==> config.mk <==
export PLATFORM = sky130hd
export DESIGN_NAME = ellipse_midpoint_rasterizer
export DESIGN_NICKNAME = d
export VERILOG_FILES = /design/src/emr_pkg.sv /design/src/ellipse_midpoint_rasterizer.sv /design/src/emr_seq.sv
export VERILOG_INCLUDE_DIRS = /design/src /design/src/src
export SDC_FILE = /design/constraint.sdc
export NUM_CORES = 2
export LEC_CHECK = 0
export ABC_AREA = 1
export BUFFER_PORTS_ARGS = -buffer_cell sky130_fd_sc_hd__buf_4
export CORE_MARGIN = 2
export CORE_UTILIZATION = 50
export CTS_CLUSTER_SIZE = 8
export DETAILED_ROUTE_END_ITERATION = 8
export GPL_TIMING_DRIVEN = 0
export PLACE_DENSITY = 0.66
export SLEW_MARGIN = 20
export SYNTH_ARGS = -nofsm -noshare
export SYNTH_HDL_FRONTEND = slang
export SYNTH_HIERARCHICAL = 1
export SYNTH_SLANG_ARGS = --single-unit
==> constraint.sdc <==
create_clock -name clk -period 11.65 [get_ports clk]
set_input_delay 1.165 -clock clk [delete_from_list [all_inputs] [get_ports clk]]
set_output_delay 1.165 -clock clk [all_outputs]
set_load 0.02 [all_outputs]
==> src/assert_macros.svh <==
// assertion macros shared by the rasterizer rtl
// no dependencies
`ifndef ASSERT_MACROS_SVH
`define ASSERT_MACROS_SVH

// antecedent implies consequent in the same cycle
`define ASSERT_IMP(lbl, clk, rst, ante, cons) \
  lbl: assert property (@(posedge clk) disable iff (rst) (ante) |-> (cons)) \
    else $error("assertion failed");

// antecedent implies consequent in the next cycle
`define ASSERT_NEXT(lbl, clk, rst, ante, cons) \
  lbl: assert property (@(posedge clk) disable iff (rst) (ante) |=> (cons)) \
    else $error("assertion failed");

`endif

==> src/emr_pkg.sv <==
// types, microcode program and constants of the ellipse rasterizer
// no dependencies
package emr_pkg;

  localparam int COORD_BITS_DEF  = 10;
  localparam int RADIUS_BITS_DEF = 9;
  localparam int PC_BITS         = 5;

  typedef logic [PC_BITS-1:0] upc_t;

  localparam upc_t A_IDLE   = 5'd0;
  localparam upc_t A_START  = 5'd1;
  localparam upc_t A_SETTLE = 5'd5;
  localparam upc_t A_SEED   = 5'd6;
  localparam upc_t A_ADV1   = 5'd15;
  localparam upc_t A_ADV2   = 5'd17;
  localparam upc_t A_DONE   = 5'd19;
  localparam upc_t A_EMIT   = 5'd20;
  localparam upc_t A_MARK   = 5'd24;

  typedef enum logic [1:0] {
    PH_R1   = 2'd0,
    PH_R2   = 2'd1,
    PH_DONE = 2'd2
  } phase_t;

  typedef enum logic [4:0] {
    OP_NOP,
    OP_SQ_RX,
    OP_SQ_RY,
    OP_MUL_RX2_RY,
    OP_INIT_D,
    OP_SQ_XP,
    OP_MUL_RY2_T,
    OP_D_2T_SQ_Y,
    OP_MUL_RX2_T,
    OP_D_ADD_T_SQ_YM,
    OP_D_ADD_T,
    OP_MUL_RX2_RY2,
    OP_D_SUB_2T,
    OP_ADV1_A,
    OP_ADV1_B,
    OP_ADV2_A,
    OP_ADV2_B,
    OP_SET_DONE,
    OP_EMIT_PP,
    OP_EMIT_PM,
    OP_EMIT_MM,
    OP_EMIT_MP,
    OP_MARK
  } op_t;

  typedef enum logic [2:0] {
    C_NEXT,
    C_JUMP,
    C_DISPATCH,
    C_SETTLE,
    C_OUT,
    C_OUT_JUMP
  } cond_t;

  typedef struct packed {
    op_t   op;
    cond_t cond;
    upc_t  target;
  } uword_t;

  typedef struct packed {
    logic   accept;
    logic   func;
    phase_t phase;
    logic   need_seed;
    logic   y_zero;
    logic   out_free;
  } stat_t;

  typedef struct packed {
    op_t  op;
    logic ready;
  } ctrl_t;

  function automatic uword_t ucode(upc_t pc);
    uword_t w;
    w = '{op: OP_NOP, cond: C_JUMP, target: A_IDLE};
    case (pc)
      5'd0:  w = '{op: OP_NOP,           cond: C_DISPATCH, target: A_IDLE};
      5'd1:  w = '{op: OP_SQ_RX,         cond: C_NEXT,     target: A_IDLE};
      5'd2:  w = '{op: OP_SQ_RY,         cond: C_NEXT,     target: A_IDLE};
      5'd3:  w = '{op: OP_MUL_RX2_RY,    cond: C_NEXT,     target: A_IDLE};
      5'd4:  w = '{op: OP_INIT_D,        cond: C_NEXT,     target: A_IDLE};
      5'd5:  w = '{op: OP_NOP,           cond: C_SETTLE,   target: A_IDLE};
      5'd6:  w = '{op: OP_SQ_XP,         cond: C_NEXT,     target: A_IDLE};
      5'd7:  w = '{op: OP_MUL_RY2_T,     cond: C_NEXT,     target: A_IDLE};
      5'd8:  w = '{op: OP_D_2T_SQ_Y,     cond: C_NEXT,     target: A_IDLE};
      5'd9:  w = '{op: OP_MUL_RX2_T,     cond: C_NEXT,     target: A_IDLE};
      5'd10: w = '{op: OP_D_ADD_T_SQ_YM, cond: C_NEXT,     target: A_IDLE};
      5'd11: w = '{op: OP_MUL_RX2_T,     cond: C_NEXT,     target: A_IDLE};
      5'd12: w = '{op: OP_D_ADD_T,       cond: C_NEXT,     target: A_IDLE};
      5'd13: w = '{op: OP_MUL_RX2_RY2,   cond: C_NEXT,     target: A_IDLE};
      5'd14: w = '{op: OP_D_SUB_2T,      cond: C_JUMP,     target: A_SETTLE};
      5'd15: w = '{op: OP_ADV1_A,        cond: C_NEXT,     target: A_IDLE};
      5'd16: w = '{op: OP_ADV1_B,        cond: C_JUMP,     target: A_SETTLE};
      5'd17: w = '{op: OP_ADV2_A,        cond: C_NEXT,     target: A_IDLE};
      5'd18: w = '{op: OP_ADV2_B,        cond: C_JUMP,     target: A_SETTLE};
      5'd19: w = '{op: OP_SET_DONE,      cond: C_NEXT,     target: A_IDLE};
      5'd20: w = '{op: OP_EMIT_PP,       cond: C_OUT,      target: A_IDLE};
      5'd21: w = '{op: OP_EMIT_PM,       cond: C_OUT,      target: A_IDLE};
      5'd22: w = '{op: OP_EMIT_MM,       cond: C_OUT,      target: A_IDLE};
      5'd23: w = '{op: OP_EMIT_MP,       cond: C_OUT_JUMP, target: A_IDLE};
      5'd24: w = '{op: OP_MARK,          cond: C_OUT_JUMP, target: A_IDLE};
      default: w = '{op: OP_NOP,         cond: C_JUMP,     target: A_IDLE};
    endcase
    return w;
  endfunction

endpackage

==> src/ellipse_midpoint_rasterizer.sv <==
// top level of the midpoint ellipse rasterizer: datapath with one shared multiplier
// depends on emr_pkg, emr_seq and assert_macros.svh
// an advance item steps its region, seeds region two when needed or ends the walk at y zero,
// then emits four points; a start item squares the radii and seeds region one first; a
// finished advance gives its marker; a new item is taken only in idle, after the last one's
// microcode steps and output beats, which back-pressure holds; sync rst: idle, output empty, ellipse finished
`include "assert_macros.svh"

module ellipse_midpoint_rasterizer #(
  parameter int COORD_BITS  = emr_pkg::COORD_BITS_DEF,
  parameter int RADIUS_BITS = emr_pkg::RADIUS_BITS_DEF,
  localparam int PW   = COORD_BITS + 2,
  localparam int SDW  = ((2 * COORD_BITS + 2 * RADIUS_BITS + 7) / 8) * 8,
  localparam int MDW  = ((2 * PW + 7) / 8) * 8
) (
  input  logic           clk,
  input  logic           rst,
  input  logic           s_tvalid,
  output logic           s_tready,
  input  logic [SDW-1:0] s_tdata,   // center_x, center_y, radius_x, radius_y, zero fill
  input  logic           s_tuser,   // func
  output logic           m_tvalid,
  input  logic           m_tready,
  output logic [MDW-1:0] m_tdata,   // pixel_x, pixel_y, zero fill
  output logic [1:0]     m_tuser,   // point_valid, finished
  output logic           m_tlast    // last_of_item
);

  localparam int RB = RADIUS_BITS;
  localparam int CB = COORD_BITS;
  localparam int DW = 4 * RB + 6;
  localparam int XW = RB + 1;
  localparam int MA = 2 * RB;
  localparam int MB = 2 * RB + 2;
  localparam int MP = 4 * RB + 2;
  localparam int EW = ((CB > XW) ? CB : XW) + 2;

  emr_pkg::stat_t  stat;
  emr_pkg::ctrl_t  ctrl;
  emr_pkg::phase_t phase;

  logic [CB-1:0]        cx;
  logic [CB-1:0]        cy;
  logic [RB-1:0]        rad_x;
  logic [RB-1:0]        rad_y;
  logic [2*RB-1:0]      rx2;
  logic [2*RB-1:0]      ry2;
  logic [XW-1:0]        x;
  logic [RB-1:0]        y;
  logic signed [DW-1:0] dx;
  logic signed [DW-1:0] dy;
  logic signed [DW-1:0] d;
  logic signed [DW-1:0] t;
  logic                 dflag;

  logic                 accept;
  logic                 out_free;
  logic [MA-1:0]        mul_a;
  logic [MB-1:0]        mul_b;
  logic [MP-1:0]        prod;
  logic signed [DW-1:0] prod_w;
  logic signed [DW-1:0] rx2_w;
  logic signed [DW-1:0] ry2_w;
  logic [XW:0]          xp;
  logic [RB-1:0]        ym;
  logic signed [EW-1:0] ex_p;
  logic signed [EW-1:0] ex_m;
  logic signed [EW-1:0] ey_p;
  logic signed [EW-1:0] ey_m;
  logic                 fin;

  logic [PW-1:0]        o_px;
  logic [PW-1:0]        o_py;
  logic                 o_pv;
  logic                 o_last;
  logic                 o_fin;
  logic                 m_tvalid_next;
  logic [PW-1:0]        o_px_next;
  logic [PW-1:0]        o_py_next;
  logic                 o_pv_next;
  logic                 o_last_next;
  logic                 o_fin_next;

  assign accept   = s_tvalid && s_tready;
  assign out_free = !m_tvalid || m_tready;
  assign s_tready = ctrl.ready;

  assign stat.accept    = accept;
  assign stat.func      = s_tuser;
  assign stat.phase     = phase;
  assign stat.need_seed = (phase == emr_pkg::PH_R1) && !(dx < dy);
  assign stat.y_zero    = (phase == emr_pkg::PH_R2) && (y == '0);
  assign stat.out_free  = out_free;

  emr_seq u_seq (
    .clk  (clk),
    .rst  (rst),
    .stat (stat),
    .ctrl (ctrl)
  );

  assign rx2_w  = signed'(DW'(rx2));
  assign ry2_w  = signed'(DW'(ry2));
  assign xp     = (XW + 1)'(x) + 1'b1;
  // (y-1)^2 with y at zero squares to one
  assign ym     = (y == '0) ? RB'(1) : y - 1'b1;
  assign prod   = MP'(mul_a) * MP'(mul_b);
  assign prod_w = signed'(DW'(prod));

  assign ex_p = signed'(EW'(cx)) + signed'(EW'(x));
  assign ex_m = signed'(EW'(cx)) - signed'(EW'(x));
  assign ey_p = signed'(EW'(cy)) + signed'(EW'(y));
  assign ey_m = signed'(EW'(cy)) - signed'(EW'(y));
  assign fin  = (phase == emr_pkg::PH_DONE);

  always_comb begin
    mul_a = '0;
    mul_b = '0;
    case (ctrl.op)
      emr_pkg::OP_SQ_RX: begin
        mul_a = MA'(rad_x);
        mul_b = MB'(rad_x);
      end
      emr_pkg::OP_SQ_RY: begin
        mul_a = MA'(rad_y);
        mul_b = MB'(rad_y);
      end
      emr_pkg::OP_MUL_RX2_RY: begin
        mul_a = rx2;
        mul_b = MB'(rad_y);
      end
      emr_pkg::OP_SQ_XP: begin
        mul_a = MA'(xp);
        mul_b = MB'(xp);
      end
      emr_pkg::OP_MUL_RY2_T: begin
        mul_a = ry2;
        mul_b = t[MB-1:0];
      end
      emr_pkg::OP_D_2T_SQ_Y: begin
        mul_a = MA'(y);
        mul_b = MB'(y);
      end
      emr_pkg::OP_MUL_RX2_T: begin
        mul_a = rx2;
        mul_b = t[MB-1:0];
      end
      emr_pkg::OP_D_ADD_T_SQ_YM: begin
        mul_a = MA'(ym);
        mul_b = MB'(ym);
      end
      emr_pkg::OP_MUL_RX2_RY2: begin
        mul_a = rx2;
        mul_b = MB'(ry2);
      end
      default: begin
        mul_a = '0;
        mul_b = '0;
      end
    endcase
  end

  always_ff @(posedge clk) begin
    if (rst) begin
      phase <= emr_pkg::PH_DONE;
    end else begin
      if (ctrl.op == emr_pkg::OP_INIT_D) begin
        phase <= emr_pkg::PH_R1;
      end else if (ctrl.op == emr_pkg::OP_D_SUB_2T) begin
        phase <= emr_pkg::PH_R2;
      end else if (ctrl.op == emr_pkg::OP_SET_DONE) begin
        phase <= emr_pkg::PH_DONE;
      end
    end
  end

  always_ff @(posedge clk) begin
    if (rst) begin
      cx  <= '0;
      cy  <= '0;
      rx2 <= '0;
      ry2 <= '0;
      x   <= '0;
      y   <= '0;
      dx  <= '0;
      dy  <= '0;
      d   <= '0;
    end else begin
      if (accept && !s_tuser) begin
        cx    <= s_tdata[CB-1:0];
        cy    <= s_tdata[2*CB-1:CB];
        rad_x <= s_tdata[2*CB+RB-1:2*CB];
        rad_y <= s_tdata[2*CB+2*RB-1:2*CB+RB];
        x     <= '0;
        y     <= s_tdata[2*CB+2*RB-1:2*CB+RB];
        dx    <= '0;
      end
      case (ctrl.op)
        emr_pkg::OP_SQ_RX:      rx2 <= prod[2*RB-1:0];
        emr_pkg::OP_SQ_RY:      ry2 <= prod[2*RB-1:0];
        emr_pkg::OP_MUL_RX2_RY: t <= prod_w;
        emr_pkg::OP_INIT_D: begin
          dy <= t <<< 1;
          d  <= (ry2_w <<< 1) + rx2_w - (t <<< 1);
        end
        emr_pkg::OP_SQ_XP:      t <= prod_w;
        emr_pkg::OP_MUL_RY2_T:  t <= prod_w;
        emr_pkg::OP_D_2T_SQ_Y: begin
          d <= t <<< 1;
          t <= prod_w;
        end
        emr_pkg::OP_MUL_RX2_T:  t <= prod_w;
        emr_pkg::OP_D_ADD_T_SQ_YM: begin
          d <= d + t;
          t <= prod_w;
        end
        emr_pkg::OP_D_ADD_T:    d <= d + t;
        emr_pkg::OP_MUL_RX2_RY2: t <= prod_w;
        emr_pkg::OP_D_SUB_2T:   d <= d - (t <<< 1);
        emr_pkg::OP_ADV1_A: begin
          x     <= x + 1'b1;
          dx    <= dx + (ry2_w <<< 1);
          dflag <= d < 0;
          if (!(d < 0)) begin
            y  <= y - 1'b1;
            dy <= dy - (rx2_w <<< 1);
          end
        end
        emr_pkg::OP_ADV1_B: begin
          if (dflag) begin
            d <= d + (dx <<< 1) + (ry2_w <<< 1);
          end else begin
            d <= d + ((dx - dy) <<< 1) + (ry2_w <<< 1);
          end
        end
        emr_pkg::OP_ADV2_A: begin
          y     <= y - 1'b1;
          dy    <= dy - (rx2_w <<< 1);
          dflag <= d > 0;
          if (!(d > 0)) begin
            x  <= x + 1'b1;
            dx <= dx + (ry2_w <<< 1);
          end
        end
        emr_pkg::OP_ADV2_B: begin
          if (dflag) begin
            d <= d + (rx2_w <<< 1) - (dy <<< 1);
          end else begin
            d <= d + (rx2_w <<< 1) + ((dx - dy) <<< 1);
          end
        end
        default: ;
      endcase
    end
  end

  // output item select
  always_comb begin
    m_tvalid_next = 1'b1;
    o_px_next     = ex_p[PW-1:0];
    o_py_next     = ey_p[PW-1:0];
    o_pv_next     = 1'b1;
    o_last_next   = 1'b0;
    o_fin_next    = fin;
    case (ctrl.op)
      emr_pkg::OP_EMIT_PP: begin
        o_px_next = ex_p[PW-1:0];
        o_py_next = ey_p[PW-1:0];
      end
      emr_pkg::OP_EMIT_PM: begin
        o_py_next = ey_m[PW-1:0];
      end
      emr_pkg::OP_EMIT_MM: begin
        o_px_next = ex_m[PW-1:0];
        o_py_next = ey_m[PW-1:0];
      end
      emr_pkg::OP_EMIT_MP: begin
        o_px_next   = ex_m[PW-1:0];
        o_last_next = 1'b1;
      end
      emr_pkg::OP_MARK: begin
        o_px_next   = '0;
        o_py_next   = '0;
        o_pv_next   = 1'b0;
        o_last_next = 1'b1;
        o_fin_next  = 1'b1;
      end
      default: m_tvalid_next = 1'b0;
    endcase
  end

  // output register
  always_ff @(posedge clk) begin
    if (rst) begin
      m_tvalid <= 1'b0;
    end else if (out_free) begin
      m_tvalid <= m_tvalid_next;
      o_px     <= o_px_next;
      o_py     <= o_py_next;
      o_pv     <= o_pv_next;
      o_last   <= o_last_next;
      o_fin    <= o_fin_next;
    end
  end

  assign m_tdata = MDW'({o_py, o_px});
  assign m_tuser = {o_fin, o_pv};
  assign m_tlast = o_last;

  `ASSERT_NEXT(a_accept_busy, clk, rst, accept, !s_tready)
  `ASSERT_IMP(a_marker_form, clk, rst, m_tvalid && !m_tuser[0], m_tlast && m_tuser[1])
  `ASSERT_IMP(a_r1_settled, clk, rst, s_tready && phase == emr_pkg::PH_R1, dx < dy)
  `ASSERT_IMP(a_r2_settled, clk, rst, s_tready && phase == emr_pkg::PH_R2, y != '0)

endmodule

==> src/emr_seq.sv <==
// microcode sequencer of the ellipse rasterizer: step counter, program rom, jumps
// depends on emr_pkg and assert_macros.svh
`include "assert_macros.svh"

module emr_seq (
  input  logic           clk,
  input  logic           rst,
  input  emr_pkg::stat_t stat,
  output emr_pkg::ctrl_t ctrl
);

  emr_pkg::upc_t   pc;
  emr_pkg::upc_t   pc_next;
  emr_pkg::uword_t uw;
  logic            out_step;

  assign uw         = emr_pkg::ucode(pc);
  assign ctrl.op    = uw.op;
  assign ctrl.ready = (pc == emr_pkg::A_IDLE);
  assign out_step   = (uw.cond == emr_pkg::C_OUT) || (uw.cond == emr_pkg::C_OUT_JUMP);

  always_comb begin
    pc_next = pc;
    case (uw.cond)
      emr_pkg::C_NEXT: pc_next = pc + 1'b1;
      emr_pkg::C_JUMP: pc_next = uw.target;
      emr_pkg::C_DISPATCH: begin
        if (stat.accept) begin
          if (!stat.func) begin
            pc_next = emr_pkg::A_START;
          end else if (stat.phase == emr_pkg::PH_R1) begin
            pc_next = emr_pkg::A_ADV1;
          end else if (stat.phase == emr_pkg::PH_R2) begin
            pc_next = emr_pkg::A_ADV2;
          end else begin
            pc_next = emr_pkg::A_MARK;
          end
        end
      end
      emr_pkg::C_SETTLE: begin
        if (stat.need_seed) begin
          pc_next = emr_pkg::A_SEED;
        end else if (stat.y_zero) begin
          pc_next = emr_pkg::A_DONE;
        end else begin
          pc_next = emr_pkg::A_EMIT;
        end
      end
      emr_pkg::C_OUT: begin
        if (stat.out_free) pc_next = pc + 1'b1;
      end
      emr_pkg::C_OUT_JUMP: begin
        if (stat.out_free) pc_next = uw.target;
      end
      default: pc_next = emr_pkg::A_IDLE;
    endcase
  end

  always_ff @(posedge clk) begin
    if (rst) begin
      pc <= emr_pkg::A_IDLE;
    end else begin
      pc <= pc_next;
    end
  end

  `ASSERT_NEXT(a_out_hold, clk, rst, out_step && !stat.out_free, $stable(pc))
  `ASSERT_IMP(a_pc_range, clk, rst, 1'b1, pc <= emr_pkg::A_MARK)
  `ASSERT_NEXT(a_leave_idle, clk, rst, pc == emr_pkg::A_IDLE && stat.accept, pc != emr_pkg::A_IDLE)

endmodule

==> metrics.cfg <==
[final_layout]
area_growth_pct=7.76
drive_above_1_share=0.0383
final_area_sq_um=55100
nets=8900
fin_util=0.542
fillers=10400
seqCellArea_sq_um=6870
multiInputGateArea_sq_um=38000

[floorplan]
initial_core_util=0.503
fp.coreArea_sq_um=102000
die_w_microns=324
die_y_microns=324
die_area_sq_um=105000
ioPinCount=74
num_rows=117

[setup_path]
path_max_fanout=10
worstPathRequired_ps=12010
max_stage_delay_ps=830
r2r_slack_ps=1510
crit_path_start_kind=flop
critPathKind=reg2reg
end_kind=flop
r2r_start=u_seq/uw[9]
reg2reg_to=t[36]
crit_slowest_cell=nor2_1
crit_path_frequent_cell=inv_1
rr_worst_depth=38
arrival_ps=10500

[yosys]
syn_inst=7858
yosys.area.top_type=fa_1
syn_nets=8767
synthDistinctLibCells=76
synth_top_area_share=0.139
ys.flop_type=dfxtp_1
synth_seq_area_share=0.134
synth_commonest_cells=nand2_1, inv_1, nor2_1
synth_seq_cells=301
synth.most_common_cell=nand2_1
synth_edf_count=84
netlist_top_cells_area=fa_1, ha_1, nand2_1, inv_1, dfxtp_1
avgSynthCellArea_sq_um=6.50
synth_area_sq_um=51100
ys_warn_count=6
synth-async-reset-ratio=0

[hold_path]
hold_path.class=reg2reg
whs_path_depth=2
holdPathEnd=cx[0]
min_from=cx[0]

[global_routing]
grt_start_max_net_pins=26
grt-ovfl-total=0
grt_use_total=0.455
grt_pass1_wl_mm=347
grt_antenna_before_repair=5
grt_pass1_vias=53700

[pwr]
p_total_mw=17.7
power_leakage_nw=28.1
peakVddDrop_uv=257
p_per_area_nw_per_um2=321

[clock_network]
cts.clk_slew.worst_paths_ps=50
clkLatencyLatePin_ps=650
cts_buffers=46
cts-resized-gates=0
cts_tree=yes
cts_num_sinks=301
h-tree-depth=2
cts_buffer_depth=3
cts_hold_buf=0
root_buffer=clkbuf_16
cts_setup_buffers=0

[run]
drv_cap=0

[routing]
firstDrtPassIters=6
vias=56600
route.detailed.drc=0
viasPerCell=6.03
routed_wl_mm=243
ant_nets=0
drt_iter0_drc=6807
wl_per_cell_microns=25.8

[run_status]
status=complete, no violations

[timing]
finalSetupViolCount=0
slew_viol_final=0
tightest_slew_ps=1240
min_period_over_period=0.870
fin_crit_ps=10140
slew_headroom=0.175
finalClockSkew_ps=44.3
max_freq_mhz=98.6
hold_slack_ps=489
hold_viol=0
rsz0062_at_grt=false
setup_tns_ps=0

[place]
port_buffers=71
hpwl_mm=204
placed_cell_area_sq_um=53600
place.gp.congestion=1.12

-- cell families (layout without fill, tap and decap cells) --
logic type	after synthesis	count (layout)	share of synthesized area
fa+ha+maj	864	864	0.263
simple gates	3043	3043	0.250
compound gates	1759	1759	0.191
other cells	1	5	0.0000734
flops	301	301	0.134
xor+xnor	212	212	0.0365
buf+inv	1678	1841	0.124
-- flip-flops by register name, indices dropped and copies added, names as in the netlist, 2 cells and up --
register  cells
cy           10
o_py         12
dy           41
t            38
x            10
ry2          18
phase         2
o_px         12
cx           10
rad_y         9
rx2          18
u_seq/uw      9
rad_x         9
d            42
y             9
u_seq/pc      5
dx           42
-- worst max-delay path: cells and delay by family, from the launching register on --
kind | cells | cell delay (ps)
AOI/OAI and AO/OA | 11 | 3060
adders and majority gates | 7 | 2750
buffers and inverters | 10 | 1920
and+or+nand+nor | 10 | 1810
DFF | 1 | 300
-- through the flow --
step	setup WS (ps)	std cells
finish	1510	9393
CTS	1730	9388
global route	1020	9389
global placement	1320	9297
detailed placement	1800	9310
floorplan	4140	7858
-- power by group --
| part | total, mW | internal [mW] | leakage, nW | switching [mW] |
|---|---|---|---|---|
| Clock | 1.37 | 0.805 | 0.682 | 0.564 |
| Sequential | 2.15 | 1.38 | 2.57 | 0.764 |
| Combinational | 14.2 | 4.10 | 24.9 | 10.1 |
-- per-layer routing --
layer | GRT usage | vias up | wire length [microns]
met5 | 0 | - | 28
met4 | 0.386 | 4 | 24800
met3 | 0.113 | 933 | 26900
met2 | 0.689 | 3324 | 102000
met1 | 0.541 | 26500 | 89600
li1 | - | 25800 | -
-- cell type report --
| cell class | instances | area share |
|---|---|---|
| clock inverters | 4 | 0.00159 |
| diodes | 4 | 0.000182 |
| well taps | 1368 | 0.0311 |
| inverters | 1514 | 0.103 |
| flip-flops and latches | 301 | 0.125 |
| plain buffers | 164 | 0.0120 |
| repair buffers | 85 | 0.0123 |
| clock buffers | 74 | 0.0243 |
| multi-input cells | 5879 | 0.691 |
-- worst max-delay path by stage --
stage | start | to
floorplan | x[0] | t[32]
global placement | u_seq/uw[9] | t[36]
detailed placement | u_seq/uw[9] | t[36]
CTS | u_seq/uw[8] | t[36]
global route | u_seq/uw[8] | t[34]
finish | u_seq/uw[9] | t[36]
-- placed cells by master, fill, tap and decap left out, types with 24 or more instances in the layout --
cell type and instances:
a211oi_1 24, a21o_1 34, a21oi_1 757, a31oi_1 72
buf_4 84, clkbuf_1 161, clkbuf_16 48, dfxtp_1 217
edfxtp_1 84, fa_1 354, ha_1 510, inv_1 1483
nand2_1 1550, nand3_1 297, nand4_1 83, nor2_1 831
nor3_1 84, nor4_1 40, o211ai_1 44, o21a_1 35
o21ai_0 587, o21bai_1 30, o22ai_1 31, or2_2 54
xnor2_1 58, xor2_1 153
(Power assumes the default switching activity.)
